===== src/rtl/mrpt_pkg.sv =====
//------------------------------------------------------------------------------
// mrpt_pkg
// Types, constants and command codes of the multipath route path table.
//------------------------------------------------------------------------------
`default_nettype none
package mrpt_pkg;

	localparam int PATH_SLOTS = 8;
	localparam int IDX_W = (PATH_SLOTS > 1) ? $clog2(PATH_SLOTS) : 1;
	localparam int CNT_W = 7;
	localparam int ENTRY_W = 32 + 32 + 16 + 32;
	localparam logic [15:0] HOP_CEILING = 16'hffff;

	typedef enum logic [3:0] {
		CMD_INSERT    = 4'd0,
		CMD_FIND_NEXT = 4'd1,
		CMD_FIND_BOTH = 4'd2,
		CMD_FIND_LAST = 4'd3,
		CMD_DISJOINT  = 4'd4,
		CMD_DEL_NEXT  = 4'd5,
		CMD_CLEAR     = 4'd6,
		CMD_DEL_LONG  = 4'd7,
		CMD_MIN_PATH  = 4'd8,
		CMD_FIRST     = 4'd9,
		CMD_MAX_HOPS  = 4'd10,
		CMD_MIN_HOPS  = 4'd11,
		CMD_MAX_EXP   = 4'd12,
		CMD_PURGE     = 4'd13
	} cmd_t;

	localparam logic [1:0] ST_OK   = 2'd0;
	localparam logic [1:0] ST_MISS = 2'd1;
	localparam logic [1:0] ST_FULL = 2'd2;

	typedef struct packed {
		logic [31:0] next_hop;
		logic [31:0] last_hop;
		logic [15:0] hops;
		logic [31:0] expiry;
	} entry_t;

	typedef struct packed {
		logic [3:0]  cmd;
		logic [31:0] next_hop;
		logic [31:0] last_hop;
		logic [15:0] hop_count;
		logic [31:0] expire_at;
		logic [31:0] now_tick;
	} req_t;

	typedef struct packed {
		logic [1:0]  status;
		logic [31:0] hit_next_hop;
		logic [31:0] hit_last_hop;
		logic [15:0] hit_hop_count;
		logic [31:0] hit_expire;
		logic [15:0] hops_answer;
		logic        is_disjoint;
		logic [6:0]  path_count;
	} rsp_t;

endpackage
`default_nettype wire


===== src/rtl/mrpt_if.sv =====
//------------------------------------------------------------------------------
// mrpt_req_if / mrpt_rsp_if / mrpt_cfg_if
// Valid/ready channels of the path table.
//------------------------------------------------------------------------------
`default_nettype none
interface mrpt_req_if;
	logic        valid;
	logic        ready;
	logic [3:0]  cmd;
	logic [31:0] next_hop;
	logic [31:0] last_hop;
	logic [15:0] hop_count;
	logic [31:0] expire_at;
	logic [31:0] now_tick;
	modport source (output valid, cmd, next_hop, last_hop, hop_count, expire_at, now_tick,
		input ready);
	modport sink (input valid, cmd, next_hop, last_hop, hop_count, expire_at, now_tick,
		output ready);
endinterface

interface mrpt_rsp_if;
	logic        valid;
	logic        ready;
	logic [1:0]  status;
	logic [31:0] hit_next_hop;
	logic [31:0] hit_last_hop;
	logic [15:0] hit_hop_count;
	logic [31:0] hit_expire;
	logic [15:0] hops_answer;
	logic        is_disjoint;
	logic [6:0]  path_count;
	modport source (output valid, status, hit_next_hop, hit_last_hop, hit_hop_count,
		hit_expire, hops_answer, is_disjoint, path_count, input ready);
	modport sink (input valid, status, hit_next_hop, hit_last_hop, hit_hop_count,
		hit_expire, hops_answer, is_disjoint, path_count, output ready);
endinterface

interface mrpt_cfg_if;
	logic        valid;
	logic        ready;
	logic [15:0] data;
	modport source (output valid, data, input ready);
	modport sink (input valid, data, output ready);
endinterface
`default_nettype wire


===== src/rtl/multipath_route_path_table.sv =====
//------------------------------------------------------------------------------
// multipath_route_path_table
// Insertion-ordered table of alternative paths toward one destination.
//------------------------------------------------------------------------------
// Each command word is handled alone. The entries live in one RAM with a
// registered read, so a command scans the held entries one per cycle, and
// first-path scans the same way. A delete then copies each entry above the
// removed one down through the same read port. Purge compacts while it
// scans. Insert, clear and the unused codes go straight to the output
// register without a scan. A configuration write waits while a command
// word is offered. The result waits in an output register.
`default_nettype none
module multipath_route_path_table (
	input  wire logic clk,
	input  wire logic arst_n,
	mrpt_cfg_if.sink  cfg,
	mrpt_req_if.sink  req,
	mrpt_rsp_if.source rsp
);
	import mrpt_pkg::*;

	typedef enum logic [5:0] {
		S_IDLE = 6'b000001,
		S_SCAN = 6'b000010,
		S_WAIT = 6'b000100,
		S_MOVE = 6'b001000,
		S_DONE = 6'b010000,
		S_OUT  = 6'b100000
	} state_t;

	state_t state_q;
	req_t   req_q;
	rsp_t   rsp_q;
	logic [15:0] inf_q;
	logic [CNT_W-1:0] occ_q;
	logic [CNT_W-1:0] rd_q;     // index of the entry read last cycle
	logic [CNT_W-1:0] wr_q;     // compaction write pointer
	logic rd_vld_q;
	logic found_q;
	logic [15:0] acc_q;
	logic [31:0] accx_q;
	logic purge_q;

	logic we;
	logic [IDX_W-1:0] waddr, raddr;
	logic [ENTRY_W-1:0] wdata, rdata;
	entry_t ent;
	logic [CNT_W-1:0] raddr_full;

	assign ent = entry_t'(rdata);

	mrpt_ram #(.WIDTH(ENTRY_W), .DEPTH(PATH_SLOTS)) u_ram (
		.clk(clk), .we(we), .waddr(waddr), .wdata(wdata),
		.raddr(raddr), .rdata(rdata)
	);

	assign cfg.ready = (state_q == S_IDLE) && !req.valid;
	assign req.ready = (state_q == S_IDLE);
	assign rsp.valid = (state_q == S_OUT);
	assign rsp.status = rsp_q.status;
	assign rsp.hit_next_hop = rsp_q.hit_next_hop;
	assign rsp.hit_last_hop = rsp_q.hit_last_hop;
	assign rsp.hit_hop_count = rsp_q.hit_hop_count;
	assign rsp.hit_expire = rsp_q.hit_expire;
	assign rsp.hops_answer = rsp_q.hops_answer;
	assign rsp.is_disjoint = rsp_q.is_disjoint;
	assign rsp.path_count = rsp_q.path_count;

	// Entry hit test for the scanning commands.
	logic hit;
	always_comb begin
		case (req_q.cmd)
			CMD_FIND_BOTH: hit = ent.next_hop == req_q.next_hop &&
				ent.last_hop == req_q.last_hop;
			CMD_FIND_LAST: hit = ent.last_hop == req_q.last_hop;
			CMD_DISJOINT:  hit = ent.next_hop == req_q.next_hop ||
				ent.last_hop == req_q.last_hop;
			CMD_PURGE:     hit = ent.expiry < req_q.now_tick;
			default:       hit = ent.next_hop == req_q.next_hop;
		endcase
	end

	always_comb begin
		raddr_full = rd_q + 1'b1;
		if (state_q == S_IDLE) begin
			raddr_full = '0;
		end
		raddr = raddr_full[IDX_W-1:0];
		we = 1'b0;
		waddr = wr_q[IDX_W-1:0];
		wdata = rdata;
		if (state_q == S_IDLE) begin
			waddr = occ_q[IDX_W-1:0];
			wdata = {req.next_hop, req.last_hop, req.hop_count, req.expire_at};
			we = req.valid && req.cmd == CMD_INSERT && occ_q < CNT_W'(PATH_SLOTS);
		end else if (state_q == S_MOVE && rd_vld_q) begin
			// During compaction, an entry read last cycle is kept unless purged.
			we = !(purge_q && hit);
		end
	end

	always_ff @(posedge clk or negedge arst_n) begin
		if (!arst_n) begin
			state_q <= S_IDLE;
			inf_q <= 16'd255;
			occ_q <= '0;
			rd_q <= '0;
			wr_q <= '0;
			rd_vld_q <= 1'b0;
			found_q <= 1'b0;
			purge_q <= 1'b0;
		end else begin
			case (state_q)
				S_IDLE: begin
					if (cfg.valid && !req.valid) begin
						inf_q <= cfg.data;
					end
					rd_q <= '0;
					rd_vld_q <= 1'b0;
					found_q <= 1'b0;
					purge_q <= 1'b0;
					if (req.valid) begin
						req_q <= '{req.cmd, req.next_hop, req.last_hop, req.hop_count,
							req.expire_at, req.now_tick};
						rsp_q <= '0;
						acc_q <= (req.cmd == CMD_MIN_PATH) ? HOP_CEILING :
							(req.cmd == CMD_MIN_HOPS) ? inf_q : 16'd0;
						accx_q <= '0;
						case (req.cmd)
							CMD_INSERT: begin
								if (occ_q >= CNT_W'(PATH_SLOTS)) begin
									rsp_q.status <= ST_FULL;
									rsp_q.path_count <= occ_q;
								end else begin
									rsp_q.hit_next_hop <= req.next_hop;
									rsp_q.hit_last_hop <= req.last_hop;
									rsp_q.hit_hop_count <= req.hop_count;
									rsp_q.hit_expire <= req.expire_at;
									rsp_q.path_count <= occ_q + 1'b1;
									occ_q <= occ_q + 1'b1;
								end
								state_q <= S_OUT;
							end
							CMD_CLEAR: begin
								occ_q <= '0;
								state_q <= S_OUT;
							end
							CMD_PURGE: begin
								purge_q <= 1'b1;
								wr_q <= '0;
								rd_vld_q <= (occ_q != '0);
								state_q <= S_MOVE;
							end
							default: begin
								if (req.cmd > CMD_PURGE) begin
									rsp_q.status <= ST_MISS;
									rsp_q.path_count <= occ_q;
									state_q <= S_OUT;
								end else begin
									rd_vld_q <= (occ_q != '0);
									state_q <= S_SCAN;
								end
							end
						endcase
					end
				end
				S_SCAN: begin
					// rdata holds entry rd_q when rd_vld_q is set.
					if (rd_vld_q) begin
						case (req_q.cmd)
							CMD_FIND_NEXT, CMD_FIND_BOTH, CMD_FIND_LAST, CMD_DEL_NEXT,
							CMD_FIRST: begin
								if ((hit || req_q.cmd == CMD_FIRST) && !found_q) begin
									found_q <= 1'b1;
									wr_q <= rd_q;
									rsp_q.hit_next_hop <= ent.next_hop;
									rsp_q.hit_last_hop <= ent.last_hop;
									rsp_q.hit_hop_count <= ent.hops;
									rsp_q.hit_expire <= ent.expiry;
								end
							end
							CMD_DISJOINT: begin
								if (hit) begin
									found_q <= 1'b1;
								end
							end
							CMD_DEL_LONG, CMD_MAX_HOPS: begin
								if (ent.hops > acc_q) begin
									acc_q <= ent.hops;
									found_q <= 1'b1;
									wr_q <= rd_q;
									rsp_q.hit_next_hop <= ent.next_hop;
									rsp_q.hit_last_hop <= ent.last_hop;
									rsp_q.hit_hop_count <= ent.hops;
									rsp_q.hit_expire <= ent.expiry;
								end
							end
							CMD_MIN_PATH, CMD_MIN_HOPS: begin
								if (ent.hops < acc_q) begin
									acc_q <= ent.hops;
									found_q <= 1'b1;
									rsp_q.hit_next_hop <= ent.next_hop;
									rsp_q.hit_last_hop <= ent.last_hop;
									rsp_q.hit_hop_count <= ent.hops;
									rsp_q.hit_expire <= ent.expiry;
								end
							end
							CMD_MAX_EXP: begin
								if (ent.expiry > accx_q) begin
									accx_q <= ent.expiry;
								end
							end
							default: begin
							end
						endcase
					end
					if (rd_vld_q && rd_q + 1'b1 < occ_q) begin
						rd_q <= rd_q + 1'b1;
					end else begin
						rd_vld_q <= 1'b0;
						state_q <= S_DONE;
					end
				end
				S_DONE: begin
					rsp_q.path_count <= occ_q;
					state_q <= S_OUT;
					case (req_q.cmd)
						CMD_FIND_NEXT, CMD_FIND_BOTH, CMD_FIND_LAST, CMD_FIRST,
						CMD_MIN_PATH: begin
							if (!found_q) begin
								rsp_q.status <= ST_MISS;
							end
						end
						CMD_DISJOINT: begin
							rsp_q.is_disjoint <= !found_q;
						end
						CMD_DEL_NEXT, CMD_DEL_LONG: begin
							if (!found_q) begin
								rsp_q.status <= ST_MISS;
							end else begin
								// Copy entries above the removed one down by one.
								rd_q <= wr_q;
								rd_vld_q <= 1'b0;
								state_q <= S_WAIT;
							end
						end
						CMD_MAX_HOPS: begin
							rsp_q <= '0;
							rsp_q.path_count <= occ_q;
							rsp_q.hops_answer <= (acc_q == 16'd0) ? inf_q : acc_q;
						end
						CMD_MIN_HOPS: begin
							rsp_q <= '0;
							rsp_q.path_count <= occ_q;
							rsp_q.hops_answer <= acc_q;
						end
						CMD_MAX_EXP: begin
							rsp_q.hit_expire <= accx_q;
						end
						default: begin
						end
					endcase
				end
				S_WAIT: begin
					// Reading entry rd_q + 1 this cycle; the removed slot is skipped.
					if (rd_q + 1'b1 < occ_q) begin
						rd_vld_q <= 1'b1;
						rd_q <= rd_q + 1'b1;
						state_q <= S_MOVE;
					end else begin
						occ_q <= occ_q - 1'b1;
						rsp_q.path_count <= occ_q - 1'b1;
						state_q <= S_OUT;
					end
				end
				S_MOVE: begin
					if (rd_vld_q && !(purge_q && hit)) begin
						wr_q <= wr_q + 1'b1;
					end
					if (rd_vld_q && rd_q + 1'b1 < occ_q) begin
						rd_q <= rd_q + 1'b1;
					end else begin
						rd_vld_q <= 1'b0;
						if (purge_q) begin
							occ_q <= wr_q + CNT_W'(rd_vld_q && !hit);
							rsp_q.path_count <= wr_q + CNT_W'(rd_vld_q && !hit);
						end else begin
							occ_q <= occ_q - 1'b1;
							rsp_q.path_count <= occ_q - 1'b1;
						end
						state_q <= S_OUT;
					end
				end
				S_OUT: begin
					if (rsp.ready) begin
						state_q <= S_IDLE;
					end
				end
				default: begin
					state_q <= S_IDLE;
				end
			endcase
		end
	end
endmodule
`default_nettype wire


===== src/rtl/mrpt_ram.sv =====
//------------------------------------------------------------------------------
// mrpt_ram
// Generic single-port write, single-port read RAM with registered read.
//------------------------------------------------------------------------------
`default_nettype none
module mrpt_ram #(
	parameter int WIDTH = 8,
	parameter int DEPTH = 8,
	parameter int AW = (DEPTH > 1) ? $clog2(DEPTH) : 1
) (
	input  wire logic             clk,
	input  wire logic             we,
	input  wire logic [AW-1:0]    waddr,
	input  wire logic [WIDTH-1:0] wdata,
	input  wire logic [AW-1:0]    raddr,
	output logic      [WIDTH-1:0] rdata
);
	logic [WIDTH-1:0] mem [DEPTH];

	always_ff @(posedge clk) begin
		if (we) begin
			mem[waddr] <= wdata;
		end
		rdata <= mem[raddr];
	end
endmodule
`default_nettype wire

===== src/flat_wrapper.sv =====
// flat-port wrapper written by rule: the top's interface ports become plain ports
module multipath_route_path_table_flat import mrpt_pkg::*;
  (clk, arst_n, cfg_valid, cfg_data, cfg_ready, req_valid, req_cmd, req_next_hop, req_last_hop, req_hop_count, req_expire_at, req_now_tick, req_ready, rsp_valid, rsp_status, rsp_hit_next_hop, rsp_hit_last_hop, rsp_hit_hop_count, rsp_hit_expire, rsp_hops_answer, rsp_is_disjoint, rsp_path_count, rsp_ready);
  mrpt_cfg_if cfg_i ();
  mrpt_req_if req_i ();
  mrpt_rsp_if rsp_i ();
  input  wire logic clk;
  input  wire logic arst_n;
  input wire logic [$bits(cfg_i.valid)-1:0] cfg_valid;
  input wire logic [$bits(cfg_i.data)-1:0] cfg_data;
  output wire logic [$bits(cfg_i.ready)-1:0] cfg_ready;
  input wire logic [$bits(req_i.valid)-1:0] req_valid;
  input wire logic [$bits(req_i.cmd)-1:0] req_cmd;
  input wire logic [$bits(req_i.next_hop)-1:0] req_next_hop;
  input wire logic [$bits(req_i.last_hop)-1:0] req_last_hop;
  input wire logic [$bits(req_i.hop_count)-1:0] req_hop_count;
  input wire logic [$bits(req_i.expire_at)-1:0] req_expire_at;
  input wire logic [$bits(req_i.now_tick)-1:0] req_now_tick;
  output wire logic [$bits(req_i.ready)-1:0] req_ready;
  output wire logic [$bits(rsp_i.valid)-1:0] rsp_valid;
  output wire logic [$bits(rsp_i.status)-1:0] rsp_status;
  output wire logic [$bits(rsp_i.hit_next_hop)-1:0] rsp_hit_next_hop;
  output wire logic [$bits(rsp_i.hit_last_hop)-1:0] rsp_hit_last_hop;
  output wire logic [$bits(rsp_i.hit_hop_count)-1:0] rsp_hit_hop_count;
  output wire logic [$bits(rsp_i.hit_expire)-1:0] rsp_hit_expire;
  output wire logic [$bits(rsp_i.hops_answer)-1:0] rsp_hops_answer;
  output wire logic [$bits(rsp_i.is_disjoint)-1:0] rsp_is_disjoint;
  output wire logic [$bits(rsp_i.path_count)-1:0] rsp_path_count;
  input wire logic [$bits(rsp_i.ready)-1:0] rsp_ready;
  assign cfg_i.valid = cfg_valid;
  assign cfg_i.data = cfg_data;
  assign cfg_ready = cfg_i.ready;
  assign req_i.valid = req_valid;
  assign req_i.cmd = req_cmd;
  assign req_i.next_hop = req_next_hop;
  assign req_i.last_hop = req_last_hop;
  assign req_i.hop_count = req_hop_count;
  assign req_i.expire_at = req_expire_at;
  assign req_i.now_tick = req_now_tick;
  assign req_ready = req_i.ready;
  assign rsp_valid = rsp_i.valid;
  assign rsp_status = rsp_i.status;
  assign rsp_hit_next_hop = rsp_i.hit_next_hop;
  assign rsp_hit_last_hop = rsp_i.hit_last_hop;
  assign rsp_hit_hop_count = rsp_i.hit_hop_count;
  assign rsp_hit_expire = rsp_i.hit_expire;
  assign rsp_hops_answer = rsp_i.hops_answer;
  assign rsp_is_disjoint = rsp_i.is_disjoint;
  assign rsp_path_count = rsp_i.path_count;
  assign rsp_i.ready = rsp_ready;
  multipath_route_path_table u_core (.clk(clk), .arst_n(arst_n), .cfg(cfg_i), .req(req_i), .rsp(rsp_i));
endmodule

===== config.mk =====
export PLATFORM = sky130hd
export DESIGN_NAME = multipath_route_path_table_flat
export DESIGN_NICKNAME = d
export VERILOG_FILES = /design/src/rtl/mrpt_pkg.sv /design/src/rtl/mrpt_if.sv /design/src/rtl/multipath_route_path_table.sv /design/src/rtl/mrpt_ram.sv /design/src/flat_wrapper.sv
export SDC_FILE = /design/constraint.sdc
export NUM_CORES = 2
export LEC_CHECK = 0
export BUFFER_PORTS_ARGS = -buffer_cell sky130_fd_sc_hd__buf_2
export CAP_MARGIN = 5
export CELL_PAD_IN_SITES_DETAIL_PLACEMENT = 0
export CELL_PAD_IN_SITES_GLOBAL_PLACEMENT = 1
export CORE_UTILIZATION = 47
export DETAILED_ROUTE_END_ITERATION = 7
export PLACE_DENSITY = 0.73
export SKIP_CTS_REPAIR_TIMING = 1
export SLEW_MARGIN = 20
export SYNTH_ARGS = -nofsm -noshare
export SYNTH_HDL_FRONTEND = slang
export SYNTH_HIERARCHICAL = 1
export SYNTH_SLANG_ARGS = --single-unit

===== constraint.sdc =====
create_clock -name clk -period 17.95 [get_ports clk]
set_clock_uncertainty 0.2 [all_clocks]
set_input_delay 3.59 -clock clk [delete_from_list [all_inputs] [get_ports clk]]
set_output_delay 3.59 -clock clk [all_outputs]
set_load 0.03 [all_outputs]

==> impl_metrics.tcl <==
set metrics [dict create \
    arrival_ps 4280 \
    yosysTopAreaCellShare_pct 65.5 \
    worst_path_max_delay_cell "nor2_1" \
    cts_tree "yes" \
    post-dp-hpwl_um 76800 \
    peakVddDrop_mv 0.104 \
    synth_simple_gate_area_share_pct 5.61 \
    finalHoldViolCount 0 \
    final_common_cell "edfxtp_1" \
    ys.flop_type "edfxtp_1" \
    synth_area_leaders "edfxtp_1 (66%), mux4_2 (9.3%), dfxtp_1 (4.1%), nand2_1 (3.1%), ha_1 (2.1%)" \
    io_pins 310 \
    powerDensity_nw_per_um2 171 \
    crit_family "buffers and inverters" \
    cts_sinks 1340 \
    hold_start "u_core/wr_q[6]" \
    total_power_mw 10.6 \
    die_h_um 342 \
    gp_congestion 0.846 \
    tns_ps 0 \
    final_cells 5129 \
    crit_type "input pin to primary output" \
    fmax_mhz 124 \
    drive_above_1_share_pct 26.5 \
    synth_nets 3401 \
    track_usage_pct 22.1 \
    rsz0062_at_grt "false" \
    dr.pass1.iters 5 \
    synth-xor-area-share_pct 1.31 \
    cp-startpoint "req_valid" \
    start_kind "input pin" \
    die_w_um 342 \
    hold_class "flop to flop" \
    synthAdderAreaFrac_pct 2.14 \
    syn-cell-area_um2 54200 \
    status "finished clean" \
    start_util_pct 47.4 \
    cp-end-kind "primary output" \
    grt_max_degree 141 \
    drtAntennaViolNets 0 \
    vias 28900 \
    syn_avg_cell_area_um2 17.3 \
    ctsHtreeMaxLevel 4 \
    timing.rr.start "u_core/u_ram/rdata[14]" \
    crit_top_cell "buf_2" \
    maxSlewHeadroom_pct 25.1 \
    core_um2 114000 \
    fin_util_pct 54.1 \
    ys_seq_elements 1340 \
    synth_compound_area_share_pct 4.50 \
    grt_pass1_wl_um 191000 \
    critPathMaxFanout 5 \
    grt_overflow_total 0 \
    drt_iter0_drc 2441 \
    cts_max_path_buffers 3 \
    required_ps 14160 \
    wl_per_cell_um 25.1 \
    drv_cap 0 \
    antenna_found_initial 3 \
    vias_per_cell 5.64 \
    muxShareOfSynthArea_pct 12.5 \
    slowest_delay_ps 280 \
    synth.largest_area_cell "edfxtp_1" \
    layout_common_cells "edfxtp_1 (1182), nand2_1 (450), buf_2 (309)" \
    worstMarginPinSlew_ps 1120 \
    totalWireLength_um 129000 \
    clk_pin_slew_ps 50 \
    p_leak_nw 22.0 \
    die_area_um2 117000 \
    synth_edf_count 1182 \
    grt_pass1_vias 29500 \
    path_buf_inv 2 \
    clk_latency_ps 750 \
    syn_inst 3140 \
    min_period_ps 8070 \
    num_rows 124 \
    port_buffers 309 \
    syn2layout_area_growth_pct 14.3 \
    synth_top_family_by_area "multiplexers" \
    yosysWarnings 6 \
    synth_seq_area_share_pct 71.8 \
    dp.cells 4869 \
    slew_viol_final 0 \
    fin_nets 3760 \
    synth.distinct_cells 78 \
    fill_cells 9002 \
    finalSetupViolCount 0 \
    drc 0 \
    async_flop_share_pct 3.43 \
    cts-buffers-inserted 140 \
    path_cells "buf_2, nor2_1, buf_2" \
    cts_root_buffer "clkbuf_16" \
    fin_crit_sh_pct 44.9 \
]
-- power by group --
group          internal (mW)  switching, mW
registers               4.31          0.298
clock network           1.63           1.19
logic                   1.23           1.95
-- state kept, by name, indices dropped and copies added, names as in the netlist, 16 cells and up --
register,count
u_core/acc_q,16
u_core/accx_q,32
u_core/inf_q,16
u_core/req_q,100
u_core/rsp.hit_expire,32
u_core/rsp.hit_hop_count,16
u_core/rsp.hit_last_hop,32
u_core/rsp.hit_next_hop,32
u_core/rsp.hops_answer,16
u_core/u_ram/mem,896
u_core/u_ram/rdata,112
-- per-layer routing --
layer / track usage [%] / vias to the layer above / wire (µm)
met4: 7.23 / 0 / 3490
met1: 31.3 / 14800 / 56800
met2: 34.7 / 950 / 60600
met3: 4.19 / 187 / 7770
met5: 0 / - / 0
li1: - / 13000 / -
-- synth_stat cells (all sizes together) (27+ instances only) --
master	number
edfxtp	1182
nand2	450
mux4	224
mux2	137
dfxtp	112
inv	100
ha	92
clkbuf	81
a21oi	79
a22o	79
buf	63
xor2	62
nor2	60
o21ai	53
dfrtp	37
and2	36
a221o	32
nor4	27
-- path summary, 6_finish.rpt --
path | cells past startpoint | end | slack [ps]
max | 3 | cfg_ready | 9880
min | 2 | u_core/wr_q[6] | 340
max reg2reg | 14 | u_core/u_ram/mem[7][61] | 11900
min reg2reg | 2 | u_core/wr_q[6] | 340
max in group asynchronous | 2 | u_core/inf_q[10] | 14200
min in group asynchronous | 2 | u_core/found_q | 2830
-- kinds of logic (layout without fill, tap and decap cells) --
group,after synthesis,in the layout
flip-flops,1340,1340
AND/OR/NAND/NOR,684,684
multiplexers,361,361
AO/OA/AOI/OAI,337,337
buffers and inverters,244,720
adder cells (fa/ha/maj),93,93
XOR/XNOR,81,81
other,0,1
-- through the flow --
stage / setup slack (ps) / area, µm² / hold WS, ps
CTS: 9880 / 61900 / 340
floorplan: 4810 / 54200 / 288
global route: 9830 / 61900 / 366
global placement: 9920 / 57400 / 327
finish: 9880 / 61900 / 343
detailed placement: 9890 / 57400 / 328
-- worst register-to-register path: stages, from the launching register on --
cell and delay (ps):
dfxtp_1 370, ha_1 320, and4_1 260, nand2_1 110, nor2_1 120, a21oi_1 140, a2111oi_0 460, buf_4 210
o22a_1 420, nor2b_1 90, o32ai_1 480, nand2_1 330, nor2_4 430, buf_4 820, buf_4 880
-- cell type report --
cell class                      instances  area, µm²  area share (%)
Sequential cell                      1340      38900            62.8
Multi-Input combinational cell       1556      14300            23.1
Clock buffer                          202       3910            6.32
Timing Repair Buffer                  361       1990            3.21
Tap cell                             1512       1890            3.06
Clock inverter                         57        568           0.918
Inverter                              100        378           0.610
Antenna cell                            1       2.50         0.00404
No activity file was read; power rests on OpenSTA's default activity.
